### src/rtl/move_toward_target_step_unit_macros.svh
// Assertion macros for the move-toward-target step unit.
`ifndef MOVE_TOWARD_TARGET_STEP_UNIT_MACROS_SVH
`define MOVE_TOWARD_TARGET_STEP_UNIT_MACROS_SVH
`ifndef SYNTH
`define MTT_ASSERT(lbl, clk, rst_n, prop, msg) \
  lbl: assert property (@(posedge clk) disable iff (!rst_n) (prop)) else $error(msg);
`define MTT_ASSERT_RST(lbl, clk, prop, msg) \
  lbl: assert property (@(posedge clk) (prop)) else $error(msg);
`else
`define MTT_ASSERT(lbl, clk, rst_n, prop, msg)
`define MTT_ASSERT_RST(lbl, clk, prop, msg)
`endif
`endif

### src/rtl/mtt_pkg.sv
// ----------------------------------------------------------------------------
// mtt_pkg: shared types and constants
// Field widths, stage payload struct and the CORDIC arctangent table.
// ----------------------------------------------------------------------------
package mtt_pkg;

  localparam int unsigned PosW   = 24;
  localparam int unsigned DiffW  = 25;
  localparam int unsigned SqW    = 51;  // dx^2 + dy^2
  localparam int unsigned LenW   = 26;  // floor(sqrt(S))
  localparam int unsigned ProdW  = 32;  // speed * frame_time
  localparam int unsigned NumW   = 57;  // P * |d|
  localparam int unsigned DenW   = 34;  // 256 * L
  localparam int unsigned QuoW   = 57;
  localparam int unsigned CxW    = 36;  // CORDIC x/y
  localparam int unsigned ZW     = 33;  // angle, 2^-23 degree
  localparam int unsigned HeadW  = 16;
  localparam int unsigned TabLen = 24;
  localparam int unsigned RadW   = 8;

  localparam logic signed [ZW-1:0] Deg180Fine = 33'sd1509949440;
  localparam logic signed [HeadW-1:0] HeadLim = 16'sd23040;
  localparam logic [RadW-1:0] RadReset = 8'd3;

  function automatic logic [ZW-1:0] atan_tab(input logic [4:0] i);
    logic [ZW-1:0] r;
    case (i)
      5'd0: r = 33'd377487360;  5'd1: r = 33'd222843801;
      5'd2: r = 33'd117744544;  5'd3: r = 33'd59768969;
      5'd4: r = 33'd30000467;   5'd5: r = 33'd15014858;
      5'd6: r = 33'd7509261;    5'd7: r = 33'd3754860;
      5'd8: r = 33'd1877459;    5'd9: r = 33'd938733;
      5'd10: r = 33'd469367;    5'd11: r = 33'd234683;
      5'd12: r = 33'd117342;    5'd13: r = 33'd58671;
      5'd14: r = 33'd29335;     5'd15: r = 33'd14668;
      5'd16: r = 33'd7334;      5'd17: r = 33'd3667;
      5'd18: r = 33'd1833;      5'd19: r = 33'd917;
      5'd20: r = 33'd458;       5'd21: r = 33'd229;
      5'd22: r = 33'd115;       5'd23: r = 33'd57;
      default: r = '0;
    endcase
    return r;
  endfunction

  // Payload riding the cell chain.
  typedef struct packed {
    logic                    vld;
    logic signed [PosW-1:0]  cx;
    logic signed [PosW-1:0]  cy;
    logic signed [DiffW-1:0] dx;
    logic signed [DiffW-1:0] dy;
    logic [ProdW-1:0]        p;
    logic                    arr;
    // root
    logic [SqW-1:0]          rem;
    logic [LenW-1:0]         root;
    // dividers
    logic [NumW-1:0]         nx;
    logic [NumW-1:0]         ny;
    logic [QuoW-1:0]         qx;
    logic [QuoW-1:0]         qy;
    // cordic
    logic signed [CxW-1:0]   x;
    logic signed [CxW-1:0]   y;
    logic signed [ZW-1:0]    z;
  } cell_t;

endpackage

### src/rtl/mtt_sqrt_cell.sv
// ----------------------------------------------------------------------------
// mtt_sqrt_cell: one digit of the restoring integer square root
// Handles one result bit (bit pair of S) per cycle when en_i is high.
// ----------------------------------------------------------------------------
module mtt_sqrt_cell #(
  parameter int unsigned Bit = 0  // result bit handled here
) (
  input  logic            clk_i,
  input  logic            en_i,
  input  mtt_pkg::cell_t  c_i,
  output mtt_pkg::cell_t  c_o
);
  localparam int unsigned TrW = mtt_pkg::SqW + 2;
  logic [TrW-1:0] trial, remx;
  mtt_pkg::cell_t c_d;

  always_comb begin
    c_d   = c_i;
    // setting this bit adds (4r+1)*4^Bit to the square, r = root so far
    trial = ((TrW'(c_i.root) << 2) | TrW'(1)) << (2 * Bit);
    remx  = TrW'(c_i.rem);
    if (remx >= trial) begin
      c_d.rem  = mtt_pkg::SqW'(remx - trial);
      c_d.root = (c_i.root << 1) | mtt_pkg::LenW'(1);
    end else begin
      c_d.root = c_i.root << 1;
    end
  end

  always_ff @(posedge clk_i) begin
    if (en_i) begin
      c_o <= c_d;
    end
  end
endmodule

### config.mk
export PLATFORM = sky130hd
export DESIGN_NAME = mtt_sqrt_cell
export DESIGN_NICKNAME = d
export VERILOG_FILES = /design/src/rtl/move_toward_target_step_unit_macros.svh /design/src/rtl/mtt_pkg.sv /design/src/rtl/mtt_sqrt_cell.sv
export SDC_FILE = /design/constraint.sdc
export NUM_CORES = 1
export LEC_CHECK = 0
export ABC_AREA = 1
export BUFFER_PORTS_ARGS = -buffer_cell sky130_fd_sc_hd__buf_2
export CAP_MARGIN = 20
export CORE_AREA = 2 2 424 426
export CTS_CLUSTER_DIAMETER = 100
export DETAILED_ROUTE_END_ITERATION = 7
export DIE_AREA = 0 0 426 428
export GPL_TIMING_DRIVEN = 0
export HOLD_SLACK_MARGIN = 0.12
export PLACE_DENSITY = 0.3
export SETUP_SLACK_MARGIN = 0.3
export SLEW_MARGIN = 10
export SYNTH_ARGS = -nofsm -noshare
export SYNTH_HDL_FRONTEND = slang
export SYNTH_SLANG_ARGS = --single-unit
### constraint.sdc
create_clock -name clk_i -period 3 [get_ports clk_i]
set_input_delay 0.45 -clock clk_i [delete_from_list [all_inputs] [get_ports clk_i]]
set_output_delay 0.45 -clock clk_i [all_outputs]
set_load 0.05 [all_outputs]
Word-level counts from Yosys, hierarchy flattened. Cells that the tools add are included.

Output and inout port bits: 542. Register bits after elaboration: 542. Logic and storage cells: 20.

Order comparisons: 1. Add/subtract/negate cells: 1. Multiplexer cells: 2.

Operators with widths (count): $ge 51x28->1 (1); $mux 51 (1); $sub 51x28->51 (1); $mux 1 (1).

Depth between registers and ports, before layout. Gate-level depths: netlist of run 1.

Word-level depth: 2. Gate-level depth with buffers: 16. Mapped depth without buffers: 16.

Least setup slack after synthesis of run 1. No wires, ideal clock.

Path type: in2reg. From: input c_i[336] (netlist name). To: register c_o[373] (netlist name) (data pin). Required time: 2.748 ns. Setup time: 0.252 ns. Buffers on the path: 2. Setup slack: 0.859 ns. Data arrival time: 1.888 ns. Cell stages on the path: 16. Path through: inv_1 > ha_1 > nand2_1 > inv_2 > nand2_1 > nand2_1 > nand2_1 > nand3_2 > nand2_1 > nand2_2 > nand2_2 > nand2_2 > buf_6 > buf_12 > nand2_1 > nand2_1.

RTL lines: from (decl) (RTL line mtt_sqrt_cell.sv:10) `input mtt_pkg::cell_t c_i,`; to (signal assigned) (RTL line mtt_sqrt_cell.sv:32) `c_o <= c_d;`; to (decl) (RTL line mtt_sqrt_cell.sv:11) `output mtt_pkg::cell_t c_o`.

==> flow_summary.json, run 1 <==
{
  "power.density_nw_per_um2": 640,
  "top_regs": "c_o: 542 flops",
  "htree_levels": 3,
  "fmax_mhz": 377,
  "multi_input_area_um2": 3270,
  "fin_hold_ws_ns": 0.199,
  "routed_via_density": 3.16,
  "finalCriticalPeriod_ns": 2.65,
  "worst_slack_ns": 0.349,
  "slew_violations": 0,
  "required_ns": 3.41,
  "ir_worst_vdd_uv": 366,
  "max-clock-path-buffers": 3,
  "syn-cell-area_um2": 20400,
  "dr_total_vias": 17600,
  "dieArea_um2": 182000,
  "wl_um": 118000,
  "syn_inst": 1449,
  "wl_per_cell_um": 21.2,
  "pre_cts_slack_ns": -0.463,
  "hold_class": "in -> reg",
  "critPathKind": "in -> reg",
  "pin_count": 1086,
  "cpPeakStageDelay_ns": 0.57,
  "cp_slowest_cell": "dlygate4sd3_1",
  "antenna_found_initial": 42,
  "die_width_um": 426,
  "fp.dieH_um": 428,
  "rsz0062_at_grt": "no",
  "leakagePower_nw": 15.7,
  "finalNetCount": 3712,
  "ant_nets": 0,
  "cts_buffers": 76,
  "grt_pass1_vias": 18700,
  "globalplace.congestion": 0.874,
  "grt_max_degree": 100,
  "ys_ff_latch": 542,
  "syn_area_per_cell_um2": 14.1,
  "ys_warn_count": 0,
  "cts_root_buffer": "clkbuf_16",
  "status": "finished clean",
  "numClockSinks": 542,
  "regMostFlops": "c_o",
  "grt_pass1_wl_um": 154000,
  "cts_tree": "yes",
  "core_um2": 178000,
  "cp_cell_sequence": "dlygate4sd3_1 > buf_2 > nor2_1 > inv_1 > nor2_1 > nand2_1 > nor2_2 > nand2_2 > nand2_2 > inv_2 > buf_2 > a21oi_1",
  "cap_viol_max_count": 0,
  "cp.arrival_ns": 3.06,
  "largest_reg_flops": 542,
  "row_count": 155,
  "final_cell_area_um2": 36700,
  "io_buffers": 1085,
  "drt-pass1-iter-count": 5,
  "layout-drive-gt1-share_pct": 39.6,
  "place_area_um2": 29000,
  "fill_cells": 19600,
  "startpoint_type": "input port",
  "drtIter0Drc": 798,
  "synth_cell_types": 27,
  "drc": 0,
  "seq_area_um2": 16300,
  "cp_max_fo": 10,
  "worst_pin_slew_ns": 0.599,
  "clkTransAtPathRegs_ns": 0.06,
  "power_mw": 23.5,
  "initial_core_util_pct": 11.5,
  "slew_headroom_pct": 60.3,
  "area_growth_pct": 79.7,
  "period_share_pct": 88.4,
  "hold_viol_final": 0,
  "overflow": 0,
  "syn_nets": 2021,
  "timing.setup.tns_ns": 0,
  "endpoint_kind": "register",
  "ys_seq_area_share_pct": 79.7,
  "grtUsageTotal_pct": 12.4,
  "dpl.hpwl_um": 96600,
  "setup_viol": 0
}
==> report_power, final <==
part	total [mW]	switching (mW)	internal (mW)	leakage [nW]
registers	9.25	0.184	9.06	5.30
logic	5.04	3.71	1.32	9.20
clock network	9.18	3.89	5.30	1.20
total	23.5	7.78	15.7	15.7
==> area by class of cell <==
class	count	area share, %
Sequential cell	542	44.4
Timing Repair Buffer	1613	29.5
Multi-Input combinational cell	686	8.91
Tap cell	2355	8.03
Clock buffer	87	5.35
Inverter	213	2.18
Clock inverter	47	1.44
Buffer	8	0.208
Antenna cell	6	0.0409
==> kinds of logic (layout without fill, tap and decap cells) <==
group                      Yosys count  in the layout  synth area share [%]
other                                0              6                     0
xor gates and xnor gates            21             21                 0.901
and+or+nand+nor                    602            602                  12.5
AOI/OAI and AO/OA                   35             35                 0.882
buffers and inverters              221           1968                  4.29
adders and majority gates           28             28                  1.72
DFF                                542            542                  79.7
==> Yosys cell counts, drive strengths merged <==
cell type / number / share of area (%)
a21boi: 1 / 0.037
a21oi: 27 / 0.66
and2: 6 / 0.18
buf: 8 / 0.37
edfxtp: 542 / 80
ha: 28 / 1.7
inv: 213 / 3.9
nand2: 406 / 7.6
nand3: 56 / 1.5
nand3b: 8 / 0.29
nand4: 13 / 0.40
nor2: 106 / 2.3
nor3: 5 / 0.12
o21ai: 6 / 0.15
o21bai: 1 / 0.037
or2: 2 / 0.061
xnor2: 2 / 0.086
xor2: 19 / 0.82
==> layer usage <==
| metal | up-vias | GRT usage [%] | part of all wire [%] |
|---|---|---|---|
| li1 | 8321 | - | - |
| met2 | 633 | 24.7 | 56 |
| met3 | 194 | 3.15 | 6.0 |
| met5 | - | 0 | 0.078 |
| met1 | 8398 | 11.7 | 34 |
| met4 | 14 | 5.31 | 4.0 |
==> worst max-delay path: cells and delay by family <==
family / cells / cell delay [ns]
simple gates: 6 / 0.94
compound gates: 1 / 0.47
buf+inv: 5 / 1.17
==> repair_timing <==
| action | in CTS | in global routing |
|---|---|---|
| buffers inserted | 0 | 0 |
| gates resized for setup | 0 | 1 |
| endpoints found under the setup margin | 0 | 2 |
| hold buffers | 520 | 0 |
| hold endpoints to repair | 520 | 0 |
==> per-stage QoR <==
step           utilization (%)  instances
4_1_cts                   20.6       5551
3_3_place_gp              16.2       4889
6_report                  20.7       5557
3_5_place_dp              16.3       4897
2_1_floorplan                -       1449
5_1_grt                   20.7       5557
==> cell usage in the layout, fill, tap and decap left out, types with 8 or more instances in the layout <==
cell type,n
clkbuf_1,10
xor2_1,19
inv_2,14
nor2_2,16
clkinv_1,12
buf_2,1089
clkbuf_16,77
nand4_1,13
nand3_1,50
edfxtp_1,542
nand2_1,395
clkinv_2,9
a21oi_1,27
nor2_1,85
inv_1,199
nand2_2,11
dlygate4sd3_1,520
nand3b_1,8
ha_1,28
==> final timing paths <==
kind	end	cells after the start	startpoint	slack, ns
min	c_o[379]	3	c_i[379]	0.20
max	c_o[395]	12	c_i[389]	0.35
Note: power is estimated with default switching activity, not from simulation.
==> run 2, diff against run 1 <==
CORE_AREA = 2 2 422 424   (was 2 2 424 426)
DIE_AREA = 0 0 424 426   (was 0 0 426 428)
==> run 2 against run 1 <==
Setup slack better by 0.060 ns. Largest cell class unchanged. Non-clock buffer count up 3. Via count up 0.27%. First-iteration DRC count up 4.5%. Critical path type unchanged. Critical path depth up 2. Highest routed layer unchanged. Combinational power about the same.
==> flow_summary.json, run 2 (synthesis results as in run 1) <==
{
  "fmax_mhz": 386,
  "leakagePower_nw": 15.7,
  "internal_power_mw": 15.9,
  "routed_via_density": 3.18,
  "swShare_pct": 32.3,
  "cts_root_buffer": "clkbuf_16",
  "critPathKind": "in -> reg",
  "multi_input_area_um2": 3270,
  "ir_worst_vdd_uv": 358,
  "die_width_um": 424,
  "post_cts_buffers": 0,
  "seq_area_um2": 16300,
  "setup_viol": 0,
  "layout-drive-gt1-share_pct": 39.5,
  "pin_count": 1086,
  "io_buffers": 1085,
  "grt_max_degree": 102,
  "ant_nets": 0,
  "fp.dieH_um": 426,
  "slew_violations": 0,
  "htree_levels": 3,
  "dpl.hpwl_um": 96100,
  "area_growth_pct": 79.9,
  "finalCriticalPeriod_ns": 2.59,
  "period_share_pct": 86.3,
  "layout_commonest_cell": "buf_2",
  "cap_viol_max_count": 0,
  "numClockSinks": 542,
  "antenna_found_initial": 57,
  "startpoint_type": "input port",
  "row_count": 154,
  "hold_viol_final": 0,
  "dieArea_um2": 181000,
  "top_regs": "c_o: 542 flops",
  "max-clock-path-buffers": 3,
  "required_ns": 3.41,
  "grt_pass1_wl_um": 151000,
  "cp.arrival_ns": 3.00,
  "most-common-layout-cells": "buf_2, edfxtp_1, dlygate4sd3_1",
  "fin_hold_ws_ns": 0.186,
  "p_seq_share_pct": 39.3,
  "p_switching_mw": 7.59,
  "drtIter0Drc": 834,
  "grt_pass1_vias": 18500,
  "worst_pin_slew_ns": 1.06,
  "cp_max_fo": 10,
  "wl_um": 116000,
  "endpoint_kind": "register",
  "drt-pass1-iter-count": 5,
  "fill_cells": 19300,
  "hold_class": "in -> reg",
  "rsz0062_at_grt": "no",
  "grtUsageTotal_pct": 12.3,
  "initial_core_util_pct": 11.6,
  "cts_tree": "yes",
  "clkPwrFrac_pct": 39.3,
  "globalplace.congestion": 0.858,
  "cts_buffers": 77,
  "power_mw": 23.5,
  "largest_reg_flops": 542,
  "overflow": 0,
  "regMostFlops": "c_o",
  "dr_total_vias": 17600,
  "core_um2": 176000,
  "wl_per_cell_um": 20.9,
  "finalNetCount": 3716,
  "slew_headroom_pct": 28.5,
  "power.density_nw_per_um2": 639,
  "p_comb_share_pct": 21.4,
  "status": "finished clean",
  "clkTransAtPathRegs_ns": 0.06,
  "drc": 0
}
[run 2: changes by cell type in the layout (fill, tap and decap cells not counted), moves of 3 or more]
cell	before	now
clkbuf_1	10	15
dlygate4sd3_1	520	525
clkinv_1	12	9
clkinv_8	0	3
clkinvlp_4	6	3
inv_16	4	1
[run 2: worst paths after layout]
path,from,endpoint,slack (ns),cells past startpoint
max,c_i[337],c_o[398],0.41,14
min,c_i[379],c_o[379],0.19,3
[run 2: area by class of cell]
type	instances	share of cell area [%]
plain buffers	8	0.208
clock inverters	42	1.39
diodes	4	0.0272
flip-flops and latches	542	44.3
multi-input cells	686	8.91
repair buffers	1616	29.6
clock buffers	93	5.47
inverters	213	2.18
well taps	2340	7.97
[run 2: repair_timing]
| action | CTS | global route |
|---|---|---|
| hold buffers | 525 | 0 |
| endpoints found under the hold margin | 524 | 0 |
| setup endpoints to repair | 0 | 2 |
| gates resized for setup | 0 | 3 |
[run 2: critical path, stage by stage]
cell	delay [ns]
buf_2	0.10
inv_1	0.04
ha_1	0.35
nand2_1	0.12
nor2_1	0.32
nand3_1	0.12
nor2_1	0.32
nand3_2	0.17
nand2_1	0.10
nor2_1	0.05
nand2_2	0.08
inv_2	0.10
buf_2	0.23
a21oi_1	0.45
[run 2: per-stage QoR]
step / setup TNS (ns) / setup WS (ns) / area [µm²] / util [%] / std cells
2_1_floorplan: 0 / 0.859 / 20400 / - / 1449
4_1_cts: 0 / 0.330 / 36700 / 20.9 / 5540
6_report: 0 / 0.410 / 36700 / 20.9 / 5544
3_3_place_gp: -4590.54 / -8.58 / 28800 / 16.4 / 4874
3_5_place_dp: -3.39 / -0.404 / 29000 / 16.5 / 4880
5_1_grt: 0 / 0.304 / 36700 / 20.9 / 5544
[run 2: layer usage]
| layer | track usage, % | share of wire [%] | up-vias | wire [µm] |
|---|---|---|---|---|
| met4 | 6.09 | 4.6 | 18 | 5300 |
| met2 | 24.0 | 56 | 734 | 64600 |
| li1 | - | - | 8334 | - |
| met5 | 0 | 0.099 | - | 115 |
| met3 | 3.28 | 6.2 | 224 | 7140 |
| met1 | 11.6 | 33 | 8297 | 38700 |
[run 2: power by group through the flow]
stage                     combinational [mW]  clock (mW)  sequential, mW
after floorplan                        0.483           0            11.6
after global placement                  4.49           0            9.53
after detailed placement                4.50           0            9.37
after CTS                               5.13        9.70            9.23
after global routing                    5.27        9.91            9.28
final                                   5.02        9.23            9.22
