--- src/rtl/move_toward_target_step_unit_macros.svh ---
// Assertion macros for the move-toward-target step unit.
`ifndef MOVE_TOWARD_TARGET_STEP_UNIT_MACROS_SVH
`define MOVE_TOWARD_TARGET_STEP_UNIT_MACROS_SVH
`ifndef SYNTH
`define MTT_ASSERT(lbl, clk, rst_n, prop, msg) \
  lbl: assert property (@(posedge clk) disable iff (!rst_n) (prop)) else $error(msg);
`define MTT_ASSERT_RST(lbl, clk, prop, msg) \
  lbl: assert property (@(posedge clk) (prop)) else $error(msg);
`else
`define MTT_ASSERT(lbl, clk, rst_n, prop, msg)
`define MTT_ASSERT_RST(lbl, clk, prop, msg)
`endif
`endif

--- src/rtl/mtt_pkg.sv ---
// ----------------------------------------------------------------------------
// mtt_pkg: shared types and constants
// Field widths, stage payload struct and the CORDIC arctangent table.
// ----------------------------------------------------------------------------
package mtt_pkg;

  localparam int unsigned PosW   = 24;
  localparam int unsigned DiffW  = 25;
  localparam int unsigned SqW    = 51;  // dx^2 + dy^2
  localparam int unsigned LenW   = 26;  // floor(sqrt(S))
  localparam int unsigned ProdW  = 32;  // speed * frame_time
  localparam int unsigned NumW   = 57;  // P * |d|
  localparam int unsigned DenW   = 34;  // 256 * L
  localparam int unsigned QuoW   = 57;
  localparam int unsigned CxW    = 36;  // CORDIC x/y
  localparam int unsigned ZW     = 33;  // angle, 2^-23 degree
  localparam int unsigned HeadW  = 16;
  localparam int unsigned TabLen = 24;
  localparam int unsigned RadW   = 8;

  localparam logic signed [ZW-1:0] Deg180Fine = 33'sd1509949440;
  localparam logic signed [HeadW-1:0] HeadLim = 16'sd23040;
  localparam logic [RadW-1:0] RadReset = 8'd3;

  function automatic logic [ZW-1:0] atan_tab(input logic [4:0] i);
    logic [ZW-1:0] r;
    case (i)
      5'd0: r = 33'd377487360;  5'd1: r = 33'd222843801;
      5'd2: r = 33'd117744544;  5'd3: r = 33'd59768969;
      5'd4: r = 33'd30000467;   5'd5: r = 33'd15014858;
      5'd6: r = 33'd7509261;    5'd7: r = 33'd3754860;
      5'd8: r = 33'd1877459;    5'd9: r = 33'd938733;
      5'd10: r = 33'd469367;    5'd11: r = 33'd234683;
      5'd12: r = 33'd117342;    5'd13: r = 33'd58671;
      5'd14: r = 33'd29335;     5'd15: r = 33'd14668;
      5'd16: r = 33'd7334;      5'd17: r = 33'd3667;
      5'd18: r = 33'd1833;      5'd19: r = 33'd917;
      5'd20: r = 33'd458;       5'd21: r = 33'd229;
      5'd22: r = 33'd115;       5'd23: r = 33'd57;
      default: r = '0;
    endcase
    return r;
  endfunction

  // Payload riding the cell chain.
  typedef struct packed {
    logic                    vld;
    logic signed [PosW-1:0]  cx;
    logic signed [PosW-1:0]  cy;
    logic signed [DiffW-1:0] dx;
    logic signed [DiffW-1:0] dy;
    logic [ProdW-1:0]        p;
    logic                    arr;
    // root
    logic [SqW-1:0]          rem;
    logic [LenW-1:0]         root;
    // dividers
    logic [NumW-1:0]         nx;
    logic [NumW-1:0]         ny;
    logic [QuoW-1:0]         qx;
    logic [QuoW-1:0]         qy;
    // cordic
    logic signed [CxW-1:0]   x;
    logic signed [CxW-1:0]   y;
    logic signed [ZW-1:0]    z;
  } cell_t;

endpackage

--- src/rtl/mtt_div_cell.sv ---
// ----------------------------------------------------------------------------
// mtt_div_cell: one quotient bit for both step dividers plus one CORDIC step
// Restoring division bit on x and y, CORDIC micro-rotation when enabled.
// ----------------------------------------------------------------------------
module mtt_div_cell #(
  parameter int unsigned Bit   = 0,  // quotient bit handled here
  parameter int unsigned CStep = 0,  // CORDIC iteration index
  parameter bit          CEn   = 1'b0
) (
  input  logic            clk_i,
  input  logic            en_i,
  input  mtt_pkg::cell_t  c_i,
  output mtt_pkg::cell_t  c_o
);
  localparam int unsigned RW = mtt_pkg::NumW + mtt_pkg::DenW;
  logic [RW-1:0] den_sh;
  logic signed [mtt_pkg::CxW-1:0] xs, ys;
  mtt_pkg::cell_t c_d;

  always_comb begin
    c_d    = c_i;
    // divisor 256*L, zero length never reaches here unarrived
    den_sh = (RW'(c_i.root) << 8) << Bit;
    if (RW'(c_i.nx) >= den_sh) begin
      c_d.nx = mtt_pkg::NumW'(RW'(c_i.nx) - den_sh);
      c_d.qx = c_i.qx | (mtt_pkg::QuoW'(1) << Bit);
    end
    if (RW'(c_i.ny) >= den_sh) begin
      c_d.ny = mtt_pkg::NumW'(RW'(c_i.ny) - den_sh);
      c_d.qy = c_i.qy | (mtt_pkg::QuoW'(1) << Bit);
    end
    xs = c_i.x >>> CStep;
    ys = c_i.y >>> CStep;
    if (CEn) begin
      if (c_i.y > 0) begin
        c_d.x = c_i.x + ys;
        c_d.y = c_i.y - xs;
        c_d.z = c_i.z + $signed(mtt_pkg::atan_tab(5'(CStep)));
      end else begin
        c_d.x = c_i.x - ys;
        c_d.y = c_i.y + xs;
        c_d.z = c_i.z - $signed(mtt_pkg::atan_tab(5'(CStep)));
      end
    end
  end

  always_ff @(posedge clk_i) begin
    if (en_i) begin
      c_o <= c_d;
    end
  end
endmodule

--- config.mk ---
export PLATFORM = sky130hd
export DESIGN_NAME = mtt_div_cell
export DESIGN_NICKNAME = d
export VERILOG_FILES = /design/src/rtl/move_toward_target_step_unit_macros.svh /design/src/rtl/mtt_pkg.sv /design/src/rtl/mtt_div_cell.sv
export SDC_FILE = /design/constraint.sdc
export NUM_CORES = 1
export LEC_CHECK = 0
export BUFFER_PORTS_ARGS = -buffer_cell sky130_fd_sc_hd__buf_2
export CORE_AREA = 2 2 428 430
export DETAILED_ROUTE_END_ITERATION = 7
export DIE_AREA = 0 0 430 432
export PLACE_DENSITY_LB_ADDON = 0.12
export SYNTH_ARGS = -nofsm -noshare
export SYNTH_HDL_FRONTEND = slang
export SYNTH_SLANG_ARGS = --single-unit
export TNS_END_PERCENT = 1
--- constraint.sdc ---
create_clock -name clk_i -period 3.3 [get_ports clk_i]
set_input_delay 0.33 -clock clk_i [delete_from_list [all_inputs] [get_ports clk_i]]
set_output_delay 0.33 -clock clk_i [all_outputs]
set_load 0.01 [all_outputs]
# Word level (Yosys, flattened, before mapping)
# Cells that the tools add are included.
[word_totals]
inputBits = 544
mem_count = 0
romBits = 0
out_inout_bits = 542
latch_bits = 0
register_bits = 542
ramBits = 0
[op_classes]
magnitude_cmp = 2
n_mul = 0
div = 0
addsub = 2
n_mux = 2
reduce_logical = 0
eq_ne = 0
n_shift = 0
bitwise = 0
[ops]
columns = ["operator", "n"]
rows = [
  ["57-bit by 34-bit greater-or-equal comparator with 1-bit output", 2],
  ["57-bit 2-to-1 mux", 2],
  ["57-bit by 34-bit subtractor with 57-bit output", 2],
]

# Depth between registers and ports, before layout
# Gate-level depths: netlist of run 1.
[logic_depth]
ltp_word = 2
mapped_depth = 13

# Worst setup path after synthesis of run 1
# OpenSTA, ideal clock, no wires.
[synth_timing]
path_kind = "in2reg"
start = "in c_i[358] in the netlist's numbering"
end = "reg c_o[238] in the netlist's numbering (data pin)"
n_path_buf = 2
setup_slack_ns = -0.180
arrival_time_ns = 3.218
stages = 11
required_ns = 3.038
cell_sequence = "inv_1 ha_1 or4_1 or3_1 or2_1 or4_1 a31oi_2 and2_1 buf_2 buf_6 mux2_1"
[synth_lines]
columns = ["element", "line_no", "rtl"]
rows = [
  ["start: declaration", "mtt_div_cell.sv:12", "input mtt_pkg::cell_t c_i,"],
  ["end signal: assignment", "mtt_div_cell.sv:49", "c_o <= c_d;"],
  ["end: declaration", "mtt_div_cell.sv:13", "output mtt_pkg::cell_t c_o"],
]

==> results of run 1 <==
logic make-up after synthesis:
| logic type | synth area share [%] |
|---|---|
| DFF | 78.0 |
| and+or+nand+nor | 6.83 |
| adders and majority gates | 3.31 |
| xor gates and xnor gates | 3.53 |
| muxes | 0.642 |
| buffers and inverters | 1.32 |
| AOI/OAI and AO/OA | 6.38 |
power by group:
group / total [mW] / internal, mW / switching (mW)
registers: 8.46 / 8.28 / 0.177
logic: 3.42 / 1.57 / 1.85
clock network: 8.09 / 4.52 / 3.57
how the worst min path moves through the flow:
stage | start | end | slack (ns) | depth (start not counted)
2_1_floorplan | c_i[0] | c_o[0]$_DFFE_PP_ | 0.43 | 0
3_3_place_gp | c_i[71] | c_o[71]$_DFFE_PP_ | 0.51 | 1
3_5_place_dp | c_i[64] | c_o[64]$_DFFE_PP_ | 0.51 | 1
4_1_cts | c_i[284] | c_o[284]$_DFFE_PP_ | 0.005 | 4
5_1_grt | c_i[296] | c_o[296]$_DFFE_PP_ | 0.04 | 3
6_report | c_i[296] | c_o[296]$_DFFE_PP_ | 0.08 | 3
cell type report:
class                           count  area [µm²]  share of cell area [%]
Multi-Input combinational cell    627        4420                    11.4
Clock inverter                     46         408                    1.05
Tap cell                         2385        2980                    7.68
Timing Repair Buffer             1836       12600                    32.4
Clock buffer                       92        1980                    5.10
Inverter                           44         165                   0.425
Sequential cell                   542       16300                    41.9
Antenna cell                        5        12.5                  0.0322
cells in the mapped netlist, drive strengths merged (4+ instances only):
master   instances
a2111oi          5
a211oi           8
a21o            19
a21oi           54
a31o             4
a31oi            5
and2             6
and3             8
buf              9
clkbuf          14
edfxtp         542
ha              52
inv             44
mux2            11
nand2           57
nand2b          13
nand3           20
nand3b           7
nand4           14
nor2            61
nor2b            6
nor3            12
nor3b            4
nor4            12
o211ai           5
o21a            11
o21ai           54
o31a             4
o31ai            8
or2              9
or3             19
or4             11
xnor2           53
xor2            31
stage by stage:
step,cell area [µm²],std cells,hold slack (ns),power (mW),util (%)
floorplan,20900,1236,0.429,9.51,-
global placement,31000,4901,0.506,11.6,17.1
detailed placement,31000,4901,0.508,11.5,17.1
CTS,38800,5572,0.00507,20.5,21.3
global route,38800,5575,0.0389,20.9,21.4
finish,38800,5577,0.0764,20.0,21.4
worst min-delay path, stage by stage:
cell and delay [ns]:
buf_2 0.13, nor2_1 0.06, a21oi_1 0.11
layer usage:
layer / vias up / routed length, µm / global-route usage, %
met5: - / 102 / 0
met4: 18 / 4440 / 4.74
met3: 190 / 8140 / 3.79
met2: 686 / 65000 / 23.5
met1: 8810 / 43300 / 12.9
li1: 8605 / - / -
repair_timing:
action,in CTS,in global routing
gates resized for setup,0,18
hold endpoints to repair,533,0
endpoints found under the setup margin,0,59
hold buffers,533,0
==> summary.txt, run 1 <==
Outcome
  • Status: complete, but fails checks
  • Failing checks: negative setup slack

Worst setup path
  • CP Launch Point: c_i[252]
  • Cell count along the critical path: 10
  • Crit-path cells: dlygate4sd3_1 -> buf_2 -> ha_2 -> or4_4 -> or3_4 -> or2_1 -> or4_4 -> a31oi_4 -> and2_4 -> mux2_1
  • Setup CP Type: input pin to flop
  • Most frequent CP cell: or4_4
  • CP required: 3.73 ns
  • Crit path launch type: input pin
  • CP Data Arrival Time: 3.75 ns
  • Critical path fanouts, max: 10
  • Critical path buffers and inverters: 2
  • Worst setup EP type: flop
  • Critical Path End: c_o[236]$_DFFE_PP_
  • Cell family with most CP delay: simple AND/OR/NAND/NOR gates
  • Slowest cell on crit path: dlygate4sd3_1
  • Critical Path Max Stage Delay: 0.57 ns

Yosys
  • Number of flops mapped to enable cells by yosys: 542
  • Synth warn: 0
  • Top-area cell type share of the netlist area: 78.0%
  • Post-synthesis sequential area ratio: 78.0%
  • Cell taking the most area after synthesis: edfxtp_1
  • Most common flop cell mapped by yosys: edfxtp_1
  • Synth area leaders: edfxtp_1 78%, ha_1 3.1%, xnor2_1 2.2%
  • Asr flop ratio synth: 0%
  • Synth Instances: 1236
  • Yosys reg bits: 542
  • Syn_area_per_cell: 16.9 µm²
  • Synth unique cells: 70
  • Synth Net Count: 1834
  • Mapped Area: 20900 µm²

Detailed routing
  • Residual DRC count: 0
  • Total number of vias: 18300
  • Routed WL: 121000 µm
  • Detailed Routing Iterations Pass 1: 5
  • Initial DRC Count: 797
  • Antenna Nets Post-Route: 0
  • DR WL/cell: 21.7 µm
  • Vias per cell: 3.28

GRT
  • Largest net degree at the start of global routing: 66
  • GR Util All Layers: 12.5%
  • Global-route wire length before repair: 160000 µm
  • Overflow after GRT: 0
  • Vias in the first global route: 19300
  • Antenna violations before repair: 34

Min path
  • Worst Hold Class: input pin to flop

Clock tree
  • CTS H-tree depth: 3
  • CTS sink count: 542
  • CTS clock-pin slew for the worst setup and hold paths: 0.06 ns
  • CTS Buf Count: 77
  • Max Root-Sink Buffers: 3
  • Root buf cell: clkbuf_16
  • Setup bufs post-CTS: 0
  • CTS tree: yes

Final layout
  • Top reg by flops: c_o
  • Area growth from synthesis to layout: 86.2%
  • Final #Nets: 3726
  • Fill cell count: 19900
  • Most common cell after layout, fill and taps aside: buf_2
  • Most frequent cells in the layout: 1084 x buf_2, 542 x edfxtp_1, 533 x dlygate4sd3_1
  • Layout cells sized above 1: 45.4%
  • Max reg flops: 542
  • Biggest registers after layout: c_o x542

Job
  • Max cap viols: 0

Timing
  • Final hold violations: 0
  • Worst slew pin tran: 0.674 ns
  • TNS Setup: -0.0291 ns
  • Final min period: 3.32 ns
  • Final Slew Violations: 0
  • Relative slew slack: 55.1%
  • Max Clk Rate: 302 MHz
  • Post-route setup slack: -0.0167 ns
  • Crit share post-route: 101%
  • Endpoints failing setup: 2
  • RSZ-0062 raised after global routing: true

Place
  • IO Port Bufs: 1085
  • Worst slack at placement: -0.351 ns
  • Dpl hpwl: 99800 µm
  • Placer Congestion: 0.790

Floorplan
  • Core area: 182000 µm²
  • Standard-cell row count: 157
  • Die Width: 430 µm
  • Die H: 432 µm
  • IO Count: 1086
  • Starting Density: 11.5%
  • Die area: 186000 µm²

Pwr
  • Static leakage: 15.9 nW
  • Pwr Density: 514 nW/µm²
  • Peak VDD IR: 309 µV
Power figures use the tool's default switching activity.
==> inputs of run 2 (changes only) <==
--- a/config.mk
+++ b/config.mk
@@ -10,6 +10,7 @@
 export DETAILED_ROUTE_END_ITERATION = 7
 export DIE_AREA = 0 0 430 432
 export PLACE_DENSITY_LB_ADDON = 0.12
+export SKIP_LAST_GASP = 1
 export SYNTH_ARGS = -nofsm -noshare
 export SYNTH_HDL_FRONTEND = slang
 export SYNTH_SLANG_ARGS = --single-unit
==> run 2 against run 1 <==
Compared with the run above:
- the flow still finishes with violations (negative setup slack)
- non-clock buffer count unchanged
- clock power is essentially flat
- sequential share of layout area grew 0.076 points
- combinational power hardly changed
- routed wire length is essentially flat
- total power is essentially flat
- worst setup slack got worse by 0.019 ns
- flip-flop and latch count is the same
- final area fell by 0.18%
- critical path type unchanged
==> summary.txt, run 2 (synthesis results as in run 1) <==
Outcome
  • Status: complete, but fails checks (unchanged)
  • Failing checks: negative setup slack (unchanged)

Place
  • Placer Congestion: 0.790 (unchanged)
  • Placed cells: 4901 (unchanged)
  • IO Port Bufs: 1085 (unchanged)
  • Dpl hpwl: 99800 µm (unchanged)

Floorplan
  • Die Width: 430 µm (unchanged)
  • Standard-cell row count: 157 (unchanged)
  • IO Count: 1086 (unchanged)
  • Core area: 182000 µm² (unchanged)
  • Starting Density: 11.5% (unchanged)
  • Die H: 432 µm (unchanged)
  • Die area: 186000 µm² (unchanged)

Pwr
  • Pwr Density: 514 nW/µm² (about the same)
  • Peak VDD IR: 308 µV (was 309 µV)
  • Static leakage: 15.9 nW (about the same)

Worst setup path
  • CP Data Arrival Time: 3.75 ns (about the same)
  • Crit path launch type: input pin (unchanged)
  • Worst setup EP type: flop (unchanged)
  • Critical path fanouts, max: 18 (was 10)
  • Setup CP Type: input pin to flop (unchanged)
  • CP required: 3.72 ns (was 3.73 ns)
  • CP Launch Point: c_i[252] (unchanged)

GRT
  • Overflow after GRT: 0 (unchanged)
  • Antenna violations before repair: 34 (unchanged)
  • Vias in the first global route: 19300 (unchanged)
  • Largest net degree at the start of global routing: 66 (unchanged)
  • Global-route wire length before repair: 160000 µm (unchanged)
  • GR Util All Layers: 12.5% (unchanged)

Detailed routing
  • Routed WL: 121000 µm (about the same)
  • Detailed Routing Iterations Pass 1: 5 (unchanged)
  • Vias per cell: 3.28 (about the same)
  • Initial DRC Count: 769 (was 797)
  • Total number of vias: 18300 (about the same)
  • Residual DRC count: 0 (unchanged)
  • Antenna Nets Post-Route: 0 (unchanged)
  • DR WL/cell: 21.7 µm (about the same)

Timing
  • Worst slew pin tran: 0.678 ns (was 0.674 ns)
  • RSZ-0062 raised after global routing: true (unchanged)
  • Post-route setup slack: -0.0359 ns (was -0.0167 ns)
  • Endpoints failing setup: 9 (was 2)
  • Final min period: 3.34 ns (was 3.32 ns)
  • TNS Setup: -0.174 ns (was -0.0291 ns)
  • Max Clk Rate: 300 MHz (was 302 MHz)
  • Final Hold Slack: 0.0764 ns (about the same)
  • Final Slew Violations: 0 (unchanged)
  • Final hold violations: 0 (unchanged)
  • Relative slew slack: 54.8% (was 55.1%)
  • Crit share post-route: 101% (about the same)

Final layout
  • Most frequent cells in the layout: 1084 x buf_2, 542 x edfxtp_1, 533 x dlygate4sd3_1 (unchanged)
  • Layout cells sized above 1: 45.1% (was 45.4%)
  • Max reg flops: 542 (unchanged)
  • Most common cell after layout, fill and taps aside: buf_2 (unchanged)
  • Area growth from synthesis to layout: 85.8% (was 86.2%)
  • Top reg by flops: c_o (unchanged)
  • Final Non-Filler Cells: 5577 (unchanged)
  • Fill cell count: 19900 (about the same)
  • Final #Nets: 3726 (unchanged)
  • Biggest registers after layout: c_o x542 (unchanged)
  • Fin util: 21.3% (was 21.4%)

Clock tree
  • CTS tree: yes (unchanged)
  • Setup bufs post-CTS: 0 (unchanged)
  • CTS H-tree depth: 3 (unchanged)
  • Root buf cell: clkbuf_16 (unchanged)
  • CTS sink count: 542 (unchanged)
  • CTS Buf Count: 77 (unchanged)
  • Max Root-Sink Buffers: 3 (unchanged)
  • CTS clock-pin slew for the worst setup and hold paths: 0.05 ns (was 0.06 ns)

Min path
  • Worst Hold Class: input pin to flop (unchanged)
  • Hold_sp: c_i[296] (unchanged)

Job
  • Max cap viols: 0 (unchanged)
==> run 2: final timing paths <==
path,endpoint,cells after the start
worst max-delay path,c_o[247]$_DFFE_PP_,11
worst min-delay path,c_o[296]$_DFFE_PP_,3
==> run 2: report_power, final <==
group	internal, mW	total [mW]	switching, mW
Combinational	1.56	3.41	1.84
Clock	4.52	8.09	3.57
Sequential	8.28	8.46	0.176
Total	14.4	19.9	5.59
==> run 2: per-layer routing <==
| layer | part of all wire (%) | GRT usage, % | up-vias |
|---|---|---|---|
| li1 | - | - | 8606 |
| met1 | 36 | 12.9 | 8795 |
| met2 | 54 | 23.5 | 680 |
| met3 | 6.7 | 3.79 | 189 |
| met4 | 3.7 | 4.74 | 18 |
| met5 | 0.078 | 0 | - |
==> run 2: worst max-delay path: stages <==
cell and delay (ns):
dlygate4sd3_1 0.57, buf_2 0.15, ha_2 0.19, or4_4 0.42, or3_4 0.42, or2_1 0.25
or4_4 0.56, a31oi_4 0.21, and2_4 0.29, buf_4 0.26, o21ai_1 0.11
==> run 2: area by class of cell <==
type	count	area, µm²	share of cell area [%]
clock inverter	46	408	1.05
inverter	44	165	0.426
timing repair buffer	1836	12600	32.5
clock buffer	92	1980	5.11
multi-input combinational	627	4360	11.2
antenna	5	12.5	0.0323
sequential	542	16300	42.0
tap	2385	2980	7.70
==> run 2: metrics by stage <==
stage / cell area (µm²) / setup slack (ns) / power [mW]
final: 38800 / -0.0359 / 19.9
after global routing: 38800 / -0.127 / 20.9
after CTS: 38800 / 0.0185 / 20.5
after detailed placement: 31000 / -0.351 / 11.5
after global placement: 31000 / -0.344 / 11.6
after floorplan: 20900 / 0.0321 / 9.51
==> run 2: what timing repair did <==
item	CTS	global route
endpoints found under the hold margin	533	0
hold buffers	533	0
gates resized for setup	0	1
setup endpoints to repair	0	59
